File: config.mk
export PLATFORM = sky130hd
export DESIGN_NAME = pedal_adc_median_conditioner_flat
export DESIGN_NICKNAME = d
export VERILOG_FILES = /design/src/hw/rtl/pmc_pkg.sv /design/src/hw/rtl/pmc_if.sv /design/src/hw/rtl/pedal_adc_median_conditioner.sv /design/src/hw/rtl/pmc_scale.sv /design/src/hw/rtl/pmc_cell.sv /design/src/flat_wrapper.sv
export VERILOG_INCLUDE_DIRS = /design/src /design/src/hw/rtl
export SDC_FILE = /design/constraint.sdc
export NUM_CORES = 2
export LEC_CHECK = 0
export BUFFER_PORTS_ARGS = -buffer_cell sky130_fd_sc_hd__buf_2
export CAP_MARGIN = 10
export CORE_UTILIZATION = 50
export CTS_CLUSTER_SIZE = 12
export DETAILED_ROUTE_END_ITERATION = 8
export HOLD_SLACK_MARGIN = 0.1
export MAX_ROUTING_LAYER = met4
export PLACE_DENSITY = 0.68
export SLEW_MARGIN = 20
export SYNTH_ARGS = -nofsm -noshare
export SYNTH_HDL_FRONTEND = slang
export SYNTH_SLANG_ARGS = --single-unit
File: constraint.sdc
create_clock -name clk -period 11.85 [get_ports clk]
set_input_delay 0.5925 -clock clk [delete_from_list [all_inputs] [get_ports clk]]
set_output_delay 0.5925 -clock clk [all_outputs]
set_load 0.02 [all_outputs]
File: src/hw/rtl/pedal_adc_median_conditioner_assert.svh
// Assertion macros for the pedal ADC median conditioner.
// Included by the RTL files that carry concurrent assertions; no dependencies.
`ifndef PEDAL_ADC_MEDIAN_CONDITIONER_ASSERT_SVH
`define PEDAL_ADC_MEDIAN_CONDITIONER_ASSERT_SVH
`ifndef ASSERT_OFF
`define PMC_ASSERT(lbl, clk, rst_n, prop) \
    lbl: assert property (@(posedge clk) disable iff (!rst_n) (prop)) \
        else $error("pmc assertion failed");
`define PMC_ASSERT_NEXT(lbl, clk, rst_n, ante, cons) \
    lbl: assert property (@(posedge clk) disable iff (!rst_n) (ante) |=> (cons)) \
        else $error("pmc assertion failed");
`else
`define PMC_ASSERT(lbl, clk, rst_n, prop)
`define PMC_ASSERT_NEXT(lbl, clk, rst_n, ante, cons)
`endif
`endif

File: src/hw/rtl/pmc_pkg.sv
// Shared types and constants of the pedal ADC median conditioner.
// No dependencies; imported by the interfaces and every module.
package pmc_pkg;

    localparam int SAMPLE_W   = 12;
    localparam int VAL_W      = 7;
    localparam int CFG_DATA_W = 12;
    localparam int CFG_INDEX_W = 2;

    localparam logic [VAL_W-1:0]      VALUE_MAX     = 7'd127;
    localparam logic [VAL_W-1:0]      REPORT_PERIOD = 7'd100;
    localparam logic [SAMPLE_W-1:0]   GAIN_RESET    = 12'd256;

    typedef enum logic [CFG_INDEX_W-1:0] {
        REG_OFFSET,
        REG_GAIN,
        REG_INVERT,
        REG_REPORT_EN
    } pmc_reg_t;

    typedef enum logic [2:0] {
        ST_IDLE,
        ST_SCALE,
        ST_COUNT,
        ST_QUAL,
        ST_PICK
    } pmc_state_t;

    typedef struct packed {
        logic load;
        logic shift;
    } pmc_cell_ctrl_t;

endpackage

File: src/hw/rtl/pmc_if.sv
// Valid/ready channel interfaces: raw samples in, conditioned results out.
// Depends on pmc_pkg for field widths.
interface pmc_sample_if;
    import pmc_pkg::*;

    logic                valid;
    logic                ready;
    logic [SAMPLE_W-1:0] sample;

    modport source (output valid, output sample, input ready);
    modport sink   (input valid, input sample, output ready);
endinterface

interface pmc_result_if;
    import pmc_pkg::*;

    logic             valid;
    logic             ready;
    logic [VAL_W-1:0] scaled;
    logic [VAL_W-1:0] median;
    logic             report;

    modport source (output valid, output scaled, output median, output report, input ready);
    modport sink   (input valid, input scaled, input median, input report, output ready);
endinterface

File: src/hw/rtl/pedal_adc_median_conditioner.sv
// Pedal ADC median conditioner top level: config registers, control FSM,
// ring of pmc_cell, median pick, report logic and output register.
// Depends on pmc_pkg, pmc_if, pmc_scale, pmc_cell and the assertion header.
//
//  channel   | dir | transaction carries           | handshake
//  ----------+-----+-------------------------------+-------------------------
//  samples   | in  | sample[11:0]                  | valid & ready
//  results   | out | scaled[6:0] median[6:0] report| valid & ready
//  cfg       | in  | cfg_index, cfg_data           | cfg_we, no back-pressure
//
// From acceptance to result valid a sample passes through the scale/insert state,
// WINDOW_DEPTH rotations of the cell ring in the count state, the qualify state
// and the pick state.
// One sample is in flight at a time; a new one is taken while a result waits.
// A stalled result holds the pick state until the output register frees.
// Reset clears the window, history, counter, config and all control state.
`include "pedal_adc_median_conditioner_assert.svh"

module pedal_adc_median_conditioner #(
    parameter int WINDOW_DEPTH = 32
) (
    input  logic                            clk,
    input  logic                            rst_n,
    input  logic                            cfg_we,
    input  logic [pmc_pkg::CFG_INDEX_W-1:0] cfg_index,
    input  logic [pmc_pkg::CFG_DATA_W-1:0]  cfg_data,
    pmc_sample_if.sink                      samples,
    pmc_result_if.source                    results
);
    import pmc_pkg::*;

    localparam int SLOT_W = $clog2(WINDOW_DEPTH);
    localparam int CNT_W  = $clog2(WINDOW_DEPTH + 1);
    localparam int HALF   = WINDOW_DEPTH / 2;

    // configuration
    logic [SAMPLE_W-1:0] offset_reg;
    logic [SAMPLE_W-1:0] gain_reg;
    logic                invert_reg;
    logic                report_en_reg;

    always_ff @(posedge clk or negedge rst_n)
    begin
        if (!rst_n)
        begin
            offset_reg    <= '0;
            gain_reg      <= GAIN_RESET;
            invert_reg    <= 1'b0;
            report_en_reg <= 1'b0;
        end
        else if (cfg_we)
        begin
            unique case (pmc_reg_t'(cfg_index))
                REG_OFFSET:    offset_reg    <= cfg_data[SAMPLE_W-1:0];
                REG_GAIN:      gain_reg      <= cfg_data[SAMPLE_W-1:0];
                REG_INVERT:    invert_reg    <= cfg_data[0];
                REG_REPORT_EN: report_en_reg <= cfg_data[0];
            endcase
        end
    end

    // control
    pmc_state_t     state_reg;
    pmc_state_t     state_next;
    logic [CNT_W-1:0] run_reg;
    logic [CNT_W-1:0] run_next;
    logic [SLOT_W-1:0] slot_reg;
    logic [SLOT_W-1:0] slot_next;
    pmc_cell_ctrl_t cell_ctrl;
    logic           in_ready;
    logic           pick_fire;
    logic           out_free;
    logic           run_last;

    logic             out_valid_reg;
    logic [VAL_W-1:0] out_scaled_reg;
    logic [VAL_W-1:0] out_median_reg;
    logic             out_report_reg;

    assign out_free = !out_valid_reg || results.ready;
    assign run_last = (run_reg == CNT_W'(WINDOW_DEPTH - 1));

    always_comb
    begin
        state_next = state_reg;
        unique case (state_reg)
            ST_IDLE:  if (samples.valid) state_next = ST_SCALE;
            ST_SCALE: state_next = ST_COUNT;
            ST_COUNT: if (run_last) state_next = ST_QUAL;
            ST_QUAL:  state_next = ST_PICK;
            ST_PICK:  if (out_free) state_next = ST_IDLE;
            default:  state_next = ST_IDLE;
        endcase
    end

    always_comb
    begin
        in_ready        = (state_reg == ST_IDLE);
        cell_ctrl.load  = (state_reg == ST_SCALE);
        cell_ctrl.shift = (state_reg == ST_COUNT);
        pick_fire       = (state_reg == ST_PICK) && out_free;
    end

    always_comb
    begin
        run_next  = run_reg;
        slot_next = slot_reg;
        if (cell_ctrl.load)
        begin
            run_next  = '0;
            slot_next = (slot_reg == SLOT_W'(WINDOW_DEPTH - 1)) ? '0 : slot_reg + 1'b1;
        end
        else if (cell_ctrl.shift)
            run_next = run_last ? '0 : run_reg + 1'b1;
    end

    always_ff @(posedge clk or negedge rst_n)
    begin
        if (!rst_n)
        begin
            state_reg <= ST_IDLE;
            run_reg   <= '0;
            slot_reg  <= '0;
        end
        else
        begin
            state_reg <= state_next;
            run_reg   <= run_next;
            slot_reg  <= slot_next;
        end
    end

    assign samples.ready = in_ready;

    // scaling
    logic [SAMPLE_W-1:0] sample_reg;
    logic [VAL_W-1:0]    scaled;
    logic [VAL_W-1:0]    scaled_reg;

    always_ff @(posedge clk)
    begin
        if (samples.valid && in_ready)
            sample_reg <= samples.sample;
        if (cell_ctrl.load)
            scaled_reg <= scaled;
    end

    pmc_scale u_scale (
        .sample (sample_reg),
        .offset (offset_reg),
        .gain   (gain_reg),
        .invert (invert_reg),
        .scaled (scaled)
    );

    // cell ring
    logic [VAL_W-1:0] circ_val [WINDOW_DEPTH];
    logic [VAL_W-1:0] win_val  [WINDOW_DEPTH];
    logic [CNT_W-1:0] below    [WINDOW_DEPTH];
    logic [CNT_W-1:0] above    [WINDOW_DEPTH];

    for (genvar k = 0; k < WINDOW_DEPTH; k++)
    begin : g_cell
        pmc_cell #(
            .CNT_W (CNT_W)
        ) u_cell (
            .clk      (clk),
            .rst_n    (rst_n),
            .ctrl     (cell_ctrl),
            .wr_sel   (slot_reg == SLOT_W'(k)),
            .wr_value (scaled),
            .circ_in  (circ_val[(k + WINDOW_DEPTH - 1) % WINDOW_DEPTH]),
            .circ_out (circ_val[k]),
            .win_out  (win_val[k]),
            .below    (below[k]),
            .above    (above[k])
        );
    end

    // qualify and pick
    logic [WINDOW_DEPTH-1:0] qual_reg;

    always_ff @(posedge clk)
    begin
        if (state_reg == ST_QUAL)
        begin
            for (int k = 0; k < WINDOW_DEPTH; k++)
                qual_reg[k] <= (below[k] <= CNT_W'(HALF)) && (above[k] <= CNT_W'(HALF));
        end
    end

    logic [VAL_W-1:0] med_sel;
    logic             found;

    always_comb
    begin
        med_sel = '0;
        found   = 1'b0;
        for (int k = 0; k < WINDOW_DEPTH; k++)
        begin
            if (!found && qual_reg[k])
            begin
                med_sel = win_val[k];
                found   = 1'b1;
            end
        end
    end

    // report history
    logic [VAL_W-1:0] last_reg;
    logic [VAL_W-1:0] before_reg;
    logic [VAL_W-1:0] count_reg;
    logic             is_new;
    logic             hit;

    assign is_new = (med_sel != last_reg) && (med_sel != before_reg) && report_en_reg;
    assign hit    = is_new && (count_reg == REPORT_PERIOD);

    always_ff @(posedge clk or negedge rst_n)
    begin
        if (!rst_n)
        begin
            last_reg   <= '0;
            before_reg <= '0;
            count_reg  <= '0;
        end
        else if (pick_fire && is_new)
        begin
            if (hit)
            begin
                count_reg  <= '0;
                before_reg <= last_reg;
                last_reg   <= med_sel;
            end
            else
                count_reg <= count_reg + 1'b1;
        end
    end

    // output register
    always_ff @(posedge clk or negedge rst_n)
    begin
        if (!rst_n)
            out_valid_reg <= 1'b0;
        else if (pick_fire)
            out_valid_reg <= 1'b1;
        else if (results.ready)
            out_valid_reg <= 1'b0;
    end

    always_ff @(posedge clk)
    begin
        if (pick_fire)
        begin
            out_scaled_reg <= scaled_reg;
            out_median_reg <= med_sel;
            out_report_reg <= hit;
        end
    end

    assign results.valid  = out_valid_reg;
    assign results.scaled = out_scaled_reg;
    assign results.median = out_median_reg;
    assign results.report = out_report_reg;

    `PMC_ASSERT_NEXT(a_accept_scale, clk, rst_n, samples.valid && in_ready, state_reg == ST_SCALE)
    `PMC_ASSERT(a_rise_from_pick, clk, rst_n, $rose(out_valid_reg) |-> $past(state_reg) == ST_PICK)
    `PMC_ASSERT(a_count_bound, clk, rst_n, count_reg <= REPORT_PERIOD)
    `PMC_ASSERT(a_report_last, clk, rst_n, (out_valid_reg && out_report_reg) |-> (out_median_reg == last_reg))

endmodule

File: src/hw/rtl/pmc_scale.sv
// Sample conditioning: offset subtract floored at zero, Q4.8 gain, clamp, invert.
// Depends on pmc_pkg.
module pmc_scale (
    input  logic [pmc_pkg::SAMPLE_W-1:0] sample,
    input  logic [pmc_pkg::SAMPLE_W-1:0] offset,
    input  logic [pmc_pkg::SAMPLE_W-1:0] gain,
    input  logic                         invert,
    output logic [pmc_pkg::VAL_W-1:0]    scaled
);
    import pmc_pkg::*;

    localparam int WHOLE_W = 2*SAMPLE_W - 8;

    logic [SAMPLE_W-1:0]   diff;
    logic [2*SAMPLE_W-1:0] prod;
    logic [WHOLE_W-1:0]    whole;
    logic [VAL_W-1:0]      clamped;

    always_comb
    begin
        diff    = (sample > offset) ? (sample - offset) : '0;
        prod    = diff * gain;
        whole   = prod[2*SAMPLE_W-1:8];
        clamped = (whole > WHOLE_W'(VALUE_MAX)) ? VALUE_MAX : whole[VAL_W-1:0];
        scaled  = invert ? (VALUE_MAX - clamped) : clamped;
    end

endmodule

File: src/hw/rtl/pmc_cell.sv
// One window cell: holds an entry, passes a circulating value round the ring
// and counts how many circulating values sit below and above its entry.
// Depends on pmc_pkg.
module pmc_cell #(
    parameter int CNT_W = 6
) (
    input  logic                       clk,
    input  logic                       rst_n,
    input  pmc_pkg::pmc_cell_ctrl_t    ctrl,
    input  logic                       wr_sel,
    input  logic [pmc_pkg::VAL_W-1:0]  wr_value,
    input  logic [pmc_pkg::VAL_W-1:0]  circ_in,
    output logic [pmc_pkg::VAL_W-1:0]  circ_out,
    output logic [pmc_pkg::VAL_W-1:0]  win_out,
    output logic [CNT_W-1:0]           below,
    output logic [CNT_W-1:0]           above
);
    import pmc_pkg::*;

    logic [VAL_W-1:0] win_reg;
    logic [VAL_W-1:0] win_next;
    logic [VAL_W-1:0] circ_reg;
    logic [VAL_W-1:0] circ_next;
    logic [CNT_W-1:0] below_reg;
    logic [CNT_W-1:0] below_next;
    logic [CNT_W-1:0] above_reg;
    logic [CNT_W-1:0] above_next;

    always_comb
    begin
        win_next   = win_reg;
        circ_next  = circ_reg;
        below_next = below_reg;
        above_next = above_reg;
        if (ctrl.load)
        begin
            win_next   = wr_sel ? wr_value : win_reg;
            circ_next  = win_next;
            below_next = '0;
            above_next = '0;
        end
        else if (ctrl.shift)
        begin
            circ_next  = circ_in;
            below_next = below_reg + {{(CNT_W-1){1'b0}}, (circ_reg < win_reg)};
            above_next = above_reg + {{(CNT_W-1){1'b0}}, (circ_reg > win_reg)};
        end
    end

    always_ff @(posedge clk or negedge rst_n)
    begin
        if (!rst_n)
            win_reg <= '0;
        else
            win_reg <= win_next;
    end

    always_ff @(posedge clk)
    begin
        circ_reg  <= circ_next;
        below_reg <= below_next;
        above_reg <= above_next;
    end

    assign circ_out = circ_reg;
    assign win_out  = win_reg;
    assign below    = below_reg;
    assign above    = above_reg;

endmodule

File: src/flat_wrapper.sv
// flat-port wrapper written by rule: the top's interface ports become plain ports
module pedal_adc_median_conditioner_flat import pmc_pkg::*;
#(
    parameter int WINDOW_DEPTH = 32
)
  (clk, rst_n, cfg_we, cfg_index, cfg_data, samples_valid, samples_sample, samples_ready, results_valid, results_scaled, results_median, results_report, results_ready);
  pmc_sample_if samples_i ();
  pmc_result_if results_i ();
  input  logic clk;
  input  logic rst_n;
  input  logic cfg_we;
  input  logic [pmc_pkg::CFG_INDEX_W-1:0] cfg_index;
  input  logic [pmc_pkg::CFG_DATA_W-1:0] cfg_data;
  input wire logic [$bits(samples_i.valid)-1:0] samples_valid;
  input wire logic [$bits(samples_i.sample)-1:0] samples_sample;
  output wire logic [$bits(samples_i.ready)-1:0] samples_ready;
  output wire logic [$bits(results_i.valid)-1:0] results_valid;
  output wire logic [$bits(results_i.scaled)-1:0] results_scaled;
  output wire logic [$bits(results_i.median)-1:0] results_median;
  output wire logic [$bits(results_i.report)-1:0] results_report;
  input wire logic [$bits(results_i.ready)-1:0] results_ready;
  assign samples_i.valid = samples_valid;
  assign samples_i.sample = samples_sample;
  assign samples_ready = samples_i.ready;
  assign results_valid = results_i.valid;
  assign results_scaled = results_i.scaled;
  assign results_median = results_i.median;
  assign results_report = results_i.report;
  assign results_i.ready = results_ready;
  pedal_adc_median_conditioner #(.WINDOW_DEPTH(WINDOW_DEPTH)) u_core (.clk(clk), .rst_n(rst_n), .cfg_we(cfg_we), .cfg_index(cfg_index), .cfg_data(cfg_data), .samples(samples_i), .results(results_i));
endmodule
* Yosys cells after proc, flatten, opt, wreduce, memory -nomap -nowiden *
Index checks and enable logic that the tools add are counted.

storage, ports and cells
  bits in registers = 960

cells by class
  muxes and demuxes = 173
  $lt $le $gt $ge = 130
  reductions and logical operators = 113
  multiply operators = 1
  equality and inequality tests = 45
  $add $sub $neg = 69

operators with widths
  operator                                                                count
  7-bit 2-to-1 mux                                                        131
  6-bit by 1-bit adder with 6-bit output                                  64
  6-bit by 5-bit <= comparator with 1-bit output (second input constant)  64
  7-bit > comparator                                                      32
  7-bit < comparator                                                      32
  5-bit == test (second input constant)                                   16
  1-bit logical AND                                                       69
  5-bit by 4-bit == test with 1-bit output (second input constant)        8
  1-bit 2-to-1 mux                                                        33
  1-bit zero test                                                         32
  12-bit by 12-bit multiplier with 24-bit output                          1
  5-bit by 3-bit == test with 1-bit output (second input constant)        4
  6-bit 2-to-1 mux                                                        3
  16-bit by 7-bit > comparator with 1-bit output (second input constant)  1
  3-bit one-hot mux with 5 select lines                                   1
  7-bit inequality test                                                   2
  12-bit > comparator                                                     1
  12-bit 2-to-1 mux                                                       1
  12-bit subtractor                                                       1
  5-bit by 2-bit == test with 1-bit output (second input constant)        2
  2-bit AND reduction                                                     5
  3-bit 2-to-1 mux                                                        3
  7-bit by 1-bit adder with 7-bit output (second input constant)          1
  7-bit == test (second input constant)                                   1
  19 further kinds                                                        23

* Depth between registers and ports, before layout *
  depth in word-level cells = 99
  depth in mapped cells = 37
  depth with buffers taken out = 34

* By module *
A second synthesis with hierarchy kept.

unflattened totals
  cell total of the unflattened synthesis = 5676
  area total of the unflattened synthesis = 56909.6 µm²

by module, submodules not included
  module                        times used  cells an instance  area an instance (µm²)  seq. area each (µm²)
  pmc_cell                      32          124                1318.8                  625.6
  pedal_adc_median_conditioner  1           1020               9170.0                  3534.6
  pmc_scale                     1           688                5539.1                  0.0

* Worst setup path after synthesis *
OpenSTA, ideal clock, no wires.

  path type = flip-flop to flip-flop
  start = register u_core.offset_reg[0]
  end = register u_core.g_cell[0].u_cell.circ_reg[3] (data pin)
  arrival = 8.140 ns
  cell stages (with the launch flop) = 34
  library setup time = 0.267 ns
  path buffers = 4
  slack = 3.443 ns
  cell sequence = dfrtp_1 -> ha_1 -> fa_1 -> nor2b_1 -> o31a_1 -> nor4_1 -> o21ai_0 -> nand2_1 -> clkbuf_1 -> nor3_1 -> clkbuf_1 -> nand2_1 -> fa_1 -> fa_1 -> fa_1 -> inv_1 -> fa_1 -> inv_1 -> fa_1 -> inv_1 -> ha_1 -> a21o_1 -> a21oi_1 -> nand2_1 -> or3b_1 -> a21oi_1 -> and3b_1 -> a2111oi_0 -> nand3_1 -> a21oi_1 -> xor2_1 -> buf_2 -> clkbuf_1 -> o21ai_0

between the ends
  longest elaborated chain between the ends = 9
  elaborated cells between the ends (all ways) = 10

RTL lines
  what                                                      line                                text
  start, declared                                           pedal_adc_median_conditioner.sv:37  logic [SAMPLE_W-1:0] offset_reg;
  start signal, assigned                                    pedal_adc_median_conditioner.sv:54  REG_OFFSET: offset_reg <= cfg_data[SAMPLE_W-1:0];
  12-bit subtractor or 12-bit > comparator (tied branches)  pmc_scale.sv:21                     diff = (sample > offset) ? (sample - offset) : '0;
  12-bit 2-to-1 mux (*)                                     pmc_scale.sv:21
  12-bit by 12-bit multiplier with 24-bit output (*)        pmc_scale.sv:22                     prod = diff * gain;
  16-bit by 7-bit > comparator with 1-bit output            pmc_scale.sv:24                     clamped = (whole > WHOLE_W'(VALUE_MAX)) ? VALUE_MAX : whole[VAL_W-1:0];
  7-bit 2-to-1 mux (*)                                      pmc_scale.sv:24
  7-bit subtractor                                          pmc_scale.sv:25                     scaled = invert ? (VALUE_MAX - clamped) : clamped;
  7-bit 2-to-1 mux (*)                                      pmc_scale.sv:25
  7-bit 2-to-1 mux (*)                                      pmc_cell.sv:37                      win_next = wr_sel ? wr_value : win_reg;
  7-bit 2-to-1 mux (*)                                      pmc_cell.sv:35                      if (ctrl.load)
  net u_core.g_cell[0].u_cell.circ_next[3]                  pmc_cell.sv:23                      logic [VAL_W-1:0] circ_next;
  end signal, assigned                                      pmc_cell.sv:60                      circ_reg <= circ_next;
  end, declared                                             pmc_cell.sv:22                      logic [VAL_W-1:0] circ_reg;

Mark *: on every way through the listed nets, which the timed path passes. The rest lies on a longest branch.
A chain may end at the register's enable or synchronous reset.

* Final worst setup path *
  start = register u_core.offset_reg[0]
  end = register u_core.g_cell[23].u_cell.circ_reg[2] (data pin)

between the ends
  longest elaborated chain between the ends = 9
  elaborated cells between the ends (all ways) = 10

RTL lines
  what                                                      line
  12-bit subtractor or 12-bit > comparator (tied branches)  pmc_scale.sv:21
  12-bit 2-to-1 mux (*)                                     pmc_scale.sv:21
  12-bit by 12-bit multiplier with 24-bit output (*)        pmc_scale.sv:22
  16-bit by 7-bit > comparator with 1-bit output            pmc_scale.sv:24
  7-bit 2-to-1 mux (*)                                      pmc_scale.sv:24
  7-bit subtractor                                          pmc_scale.sv:25
  7-bit 2-to-1 mux (*)                                      pmc_scale.sv:25
  7-bit 2-to-1 mux (*)                                      pmc_cell.sv:37
  7-bit 2-to-1 mux (*)                                      pmc_cell.sv:35
  net u_core.g_cell[23].u_cell.circ_next[2]                 pmc_cell.sv:23
  end signal, assigned                                      pmc_cell.sv:60
  end, declared                                             pmc_cell.sv:22

Marked as above.

==> out/results.txt <==
Clock tree synthesis found a total of 960 sinks. The logs give 3 for the initial antenna violation count and 0 for the number of remaining DRC errors. Combinational cells account for 47.7% of the total power. After filler insertion, the fill cell instance count of the layout stands at 9381. Entering global routing, the biggest net connects 122 pins. Sequential cells account for 32.5% of the total power. Data on the critical path is required at its endpoint by 12250 ps. The class of the tightest hold or removal check was in2reg. The final worst clock skew is 16.3 ps.

By startpoint and endpoint, the worst setup path is classified as reg2reg. Headroom to the max-slew limit came out at 26.7%. The tools report the boundary pin count as 48. The start point of the critical path was u_core.offset_reg[0]. In this run the horizontal extent of the chip is 330 um.

For the final routed database, the setup TNS stands at 0 ps. After Yosys synthesis, full adders, half adders and majority gates account for 13.7% of the synthesized area. In this run the critical register-to-register path is launched from u_core.offset_reg[0]. Dividing the final minimum period by the clock period gives 87.0%. The pin slew with the least headroom to its limit was 1100 ps; the antenna violation net count after detailed routing was 0. For the worst-skew pair, the clock arrives at the later sink with an insertion delay of 690 ps. The logs give 3 for the number of buffers on the longest clock path and 0.00963 W for the internal power component. The net switching component of the power was 0.00734 W; the leakage power was 24.2 nW. Summing the areas of all and, or, nand and nor instances in the mapped netlist gives 15.1% of the synthesized area. The wire length of the first global-routing pass is 218000 um. The total area inside the core boundary comes to 107000 um2.

Max-cap violations in this run came to 0. Final-report hold violation count: 0. During placement, the flow inserted port buffers numbering 47. The worst-case IR drop observed on VDD is 0.399 mV. On the worst path, the slowest cell contributes a delay of 770 ps.

In this run, distinct cell masters in the synthesized netlist total 92. The number of endpoints failing setup at the final stage came out at 0. After global routing the overflow that remains totals 0. The number of global-route vias before repair came out at 40.6k. The worst setup path is launched from a flip-flop. For this run, asynchronously set or reset flops after synthesis account for 29.8%.

The overall die area was 109000 um2. In the final routed layout, each cell accounts on average for 19.0 um. The number of antenna diodes in the final layout is 0.

At the worst endpoint, the arrival time is 10720 ps. The finished cells cover 59000 um2. The number of detailed-route iterations in the first pass is 8. The shortest clock period the worst path allows after layout was 10320 ps; the synthesis-to-layout area growth was 9.42%. Summing all flip-flop and latch instances after layout gives 23600 um2. Using the TritonRoute via totals, the vias-per-cell ratio works out to 5.90.

The post-synthesis sequential element count works out to 960. Summing every instance area after synthesis gives 53900 um2. Setup repair after global routing left no endpoint under its margin. The die is 330 um tall. Clock-pin slew was measured on the worst setup and hold paths at 60 ps.

By area, the combinational part of the netlist is dominated by compound AO/OA/AOI/OAI gates. The cell count after synthesis came out at 5706. After synthesis, the mean cell area works out to 9.45 um2.

In this run the worst setup path terminates at u_core.g_cell[23].u_cell.circ_out[2]. TritonCTS built the clock tree. The share of cell area taken by muxes after synthesis is 0.921%, and the count of standard-cell rows is 120. The logs give 0 for the final count of pins violating max slew and 0 for the count of synthesis-stage warnings from yosys. In this run the cell area measured after placement is 55300 um2. Effective utilization at floorplan: 50.4%.

The tools report the clock network fraction of design power as 19.8%. The number of DRC markers after the initial detailed-route iteration was 3573. The run finished with clean final reports. The share of the Yosys chip area taken by registers is 43.7%. Cell repeated most along the worst path: sky130_fd_sc_hd__fa_1. The post-synthesis compound-gate area fraction works out to 17.5%. Clock tree root driver cell: sky130_fd_sc_hd__clkbuf_16. The tools report the number of H-tree levels as 3.

The number of enable flip-flop cells after synthesis was 290. The congestion estimate from routability-driven global placement came to 0.966. The worst register-to-register path ends at u_core.g_cell[23].u_cell.circ_out[2]. The final net count was 6177; the peak clock frequency supported by timing was 96.9 MHz. The power per unit of standard cell area was 288 nW/um2.

The kind of capture point of the worst setup path is a flip-flop. The synthesized netlist devotes 3.88% of its cell area to XOR and XNOR gates. The run gives 1530 ps as the worst reg-to-reg setup slack. Cells with a size suffix above 1 make up 5.94% of the layout.

The routed layout has 41.9k vias. Wires add up to 135000 um. In the global route stage, overall resource usage came out at 25.6%.

The number of cells on the worst reg-to-reg path came out at 30. Clock tree synthesis inserted a total of 105 buffers. Among all stages on the critical path, the largest delay is contributed by sky130_fd_sc_hd__nor2_1. Once the clock tree was built, the resizer swapped 0 gates to a different size. Among all flip-flop cells after synthesis, the most frequent one is sky130_fd_sc_hd__dfxtp_1. Once detailed placement completed, the half-perimeter wirelength came to 93800 um.

For the area occupied by multi-input gates, the log shows 27700 um2. The highest fanout seen on the critical path is 35, and the switching power as a share of total power is 43.2%. The run gives 6268 as the post-synthesis net count.
## worst max-delay path, delay by kind of cell (launching register included)
family,cells,cell delay (ps)
AND/OR/NAND/NOR,10,3020
buffers and inverters,4,440
flip-flops,1,370
XOR/XNOR,1,770
AO/OA/AOI/OAI,7,1830
adder cells (fa/ha/maj),8,3560
## what timing repair did
action	4_1_cts	5_1_grt
hold buffers	13	0
buffers inserted	0	0
hold endpoints to repair	106	0
## how the worst min path moves through the flow
| stage | startpoint | endpoint | slack, ps | cells past startpoint |
|---|---|---|---|---|
| 3_5_place_dp | u_core.scaled_reg[6] | u_core.results.scaled[6] | 400 | 0 |
| 4_1_cts | cfg_data[8] | u_core.offset_reg[8] | 110 | 3 |
| 3_3_place_gp | u_core.scaled_reg[6] | u_core.results.scaled[6] | 410 | 0 |
| 5_1_grt | cfg_data[5] | u_core.offset_reg[5] | 130 | 3 |
| 6_report | cfg_data[10] | u_core.offset_reg[10] | 140 | 3 |
| 2_1_floorplan | rst_n | u_core.before_reg[0] | 300 | 0 |
## through the flow
| step | worst slack [ps] | instances | util, % | total power [W] | hold WS [ps] |
|---|---|---|---|---|---|
| after global routing | 945 | 7109 | 55.1 | 0.0184 | 127 |
| after floorplan | 3440 | 5706 | - | 0.0112 | 297 |
| after detailed placement | 1580 | 6898 | 51.7 | 0.0136 | 405 |
| after global placement | 1640 | 6898 | 51.6 | 0.0134 | 407 |
| final | 1530 | 7109 | 55.1 | 0.0170 | 138 |
| after CTS | 1550 | 7109 | 55.1 | 0.0171 | 107 |
## layout make-up
class	count	share of cell area (%)
inverters	430	2.76
flip-flops and latches	960	39.9
clock inverters	26	0.426
well taps	1403	2.98
multi-input cells	4005	46.9
repair buffers	113	1.35
clock buffers	172	5.63
## cells by family after synthesis
| family | Yosys count |
|---|---|
| AND/OR/NAND/NOR | 1724 |
| AO/OA/AOI/OAI | 1468 |
| flip-flops | 960 |
| buffers and inverters | 741 |
| adder cells (fa/ha/maj) | 531 |
| XOR/XNOR | 239 |
| multiplexers | 43 |
## power by group through the flow
stage	logic [W]	registers (W)	clock network, W
after CTS	0.00814	0.00549	0.00342
after global placement	0.00787	0.00552	0
after detailed placement	0.00809	0.00553	0
after global routing	0.00925	0.00562	0.00354
after floorplan	0.00586	0.00533	0
final	0.00810	0.00551	0.00336
## synthesized netlist by cell type, types with 7 or more instances
cell type	number	area, um2
sky130_fd_sc_hd__and3_1	26	163
sky130_fd_sc_hd__nand2_1	603	2260
sky130_fd_sc_hd__dfxtp_1	384	7690
sky130_fd_sc_hd__inv_1	430	1610
sky130_fd_sc_hd__a22o_1	130	1140
sky130_fd_sc_hd__xnor2_1	31	272
sky130_fd_sc_hd__o211ai_1	8	60.1
sky130_fd_sc_hd__a211o_1	7	61.3
sky130_fd_sc_hd__buf_1	12	45.0
sky130_fd_sc_hd__mux2_4	7	105
sky130_fd_sc_hd__nor2_1	437	1640
sky130_fd_sc_hd__nand2b_1	30	188
sky130_fd_sc_hd__a31oi_1	8	50.1
sky130_fd_sc_hd__buf_2	15	75.1
sky130_fd_sc_hd__o21ai_0	621	3110
sky130_fd_sc_hd__mux2_2	25	282
sky130_fd_sc_hd__nand4_1	150	938
sky130_fd_sc_hd__a2111oi_0	8	70.1
sky130_fd_sc_hd__ha_1	431	5390
sky130_fd_sc_hd__mux2i_1	11	110
sky130_fd_sc_hd__fa_1	100	2000
sky130_fd_sc_hd__o22ai_1	12	75.1
sky130_fd_sc_hd__and4_1	10	87.6
sky130_fd_sc_hd__a221oi_1	16	140
sky130_fd_sc_hd__a21o_1	34	255
sky130_fd_sc_hd__o21a_1	12	90.1
sky130_fd_sc_hd__o31ai_1	9	67.6
sky130_fd_sc_hd__nor2b_1	65	407
sky130_fd_sc_hd__o41ai_1	67	587
sky130_fd_sc_hd__nor4_1	10	62.6
sky130_fd_sc_hd__nor3_1	91	455
sky130_fd_sc_hd__or3_1	53	332
sky130_fd_sc_hd__and3b_1	7	61.3
sky130_fd_sc_hd__a22oi_1	222	1670
sky130_fd_sc_hd__nand3b_1	26	195
sky130_fd_sc_hd__dfrtp_1	285	7130
sky130_fd_sc_hd__a21oi_1	203	1020
sky130_fd_sc_hd__nand3_1	125	626
sky130_fd_sc_hd__and2_1	54	338
sky130_fd_sc_hd__clkbuf_1	278	1040
sky130_fd_sc_hd__xor2_1	208	1820
sky130_fd_sc_hd__a211oi_1	18	135
sky130_fd_sc_hd__edfxtp_1	290	8710
## metal layers
layer | vias up | GRT usage (%) | part of all wire [%]
li1 | 20100 | - | -
met1 | 20300 | 33.9 | 44
met2 | 1273 | 40.5 | 46
met3 | 251 | 4.00 | 6.4
met4 | 0 | 7.51 | 2.8
met5 | - | - | 0
## layout by cell type, fill, tap and decap left out, types with 65 or more instances in the layout
master,netlist,layout
sky130_fd_sc_hd__nand2_1,603,602
sky130_fd_sc_hd__nor2b_1,65,65
sky130_fd_sc_hd__nor3_1,91,91
sky130_fd_sc_hd__a22oi_1,222,222
sky130_fd_sc_hd__a22o_1,130,130
sky130_fd_sc_hd__clkbuf_16,0,115
sky130_fd_sc_hd__dfrtp_1,285,285
sky130_fd_sc_hd__inv_1,430,428
sky130_fd_sc_hd__edfxtp_1,290,290
sky130_fd_sc_hd__xor2_1,208,201
sky130_fd_sc_hd__a21oi_1,203,203
sky130_fd_sc_hd__nor2_1,437,436
sky130_fd_sc_hd__o21ai_0,621,621
sky130_fd_sc_hd__nand4_1,150,150
sky130_fd_sc_hd__fa_1,100,100
sky130_fd_sc_hd__nand3_1,125,125
sky130_fd_sc_hd__dfxtp_1,384,384
sky130_fd_sc_hd__ha_1,431,431
sky130_fd_sc_hd__o41ai_1,67,67
Power figures use the tool's default switching activity.
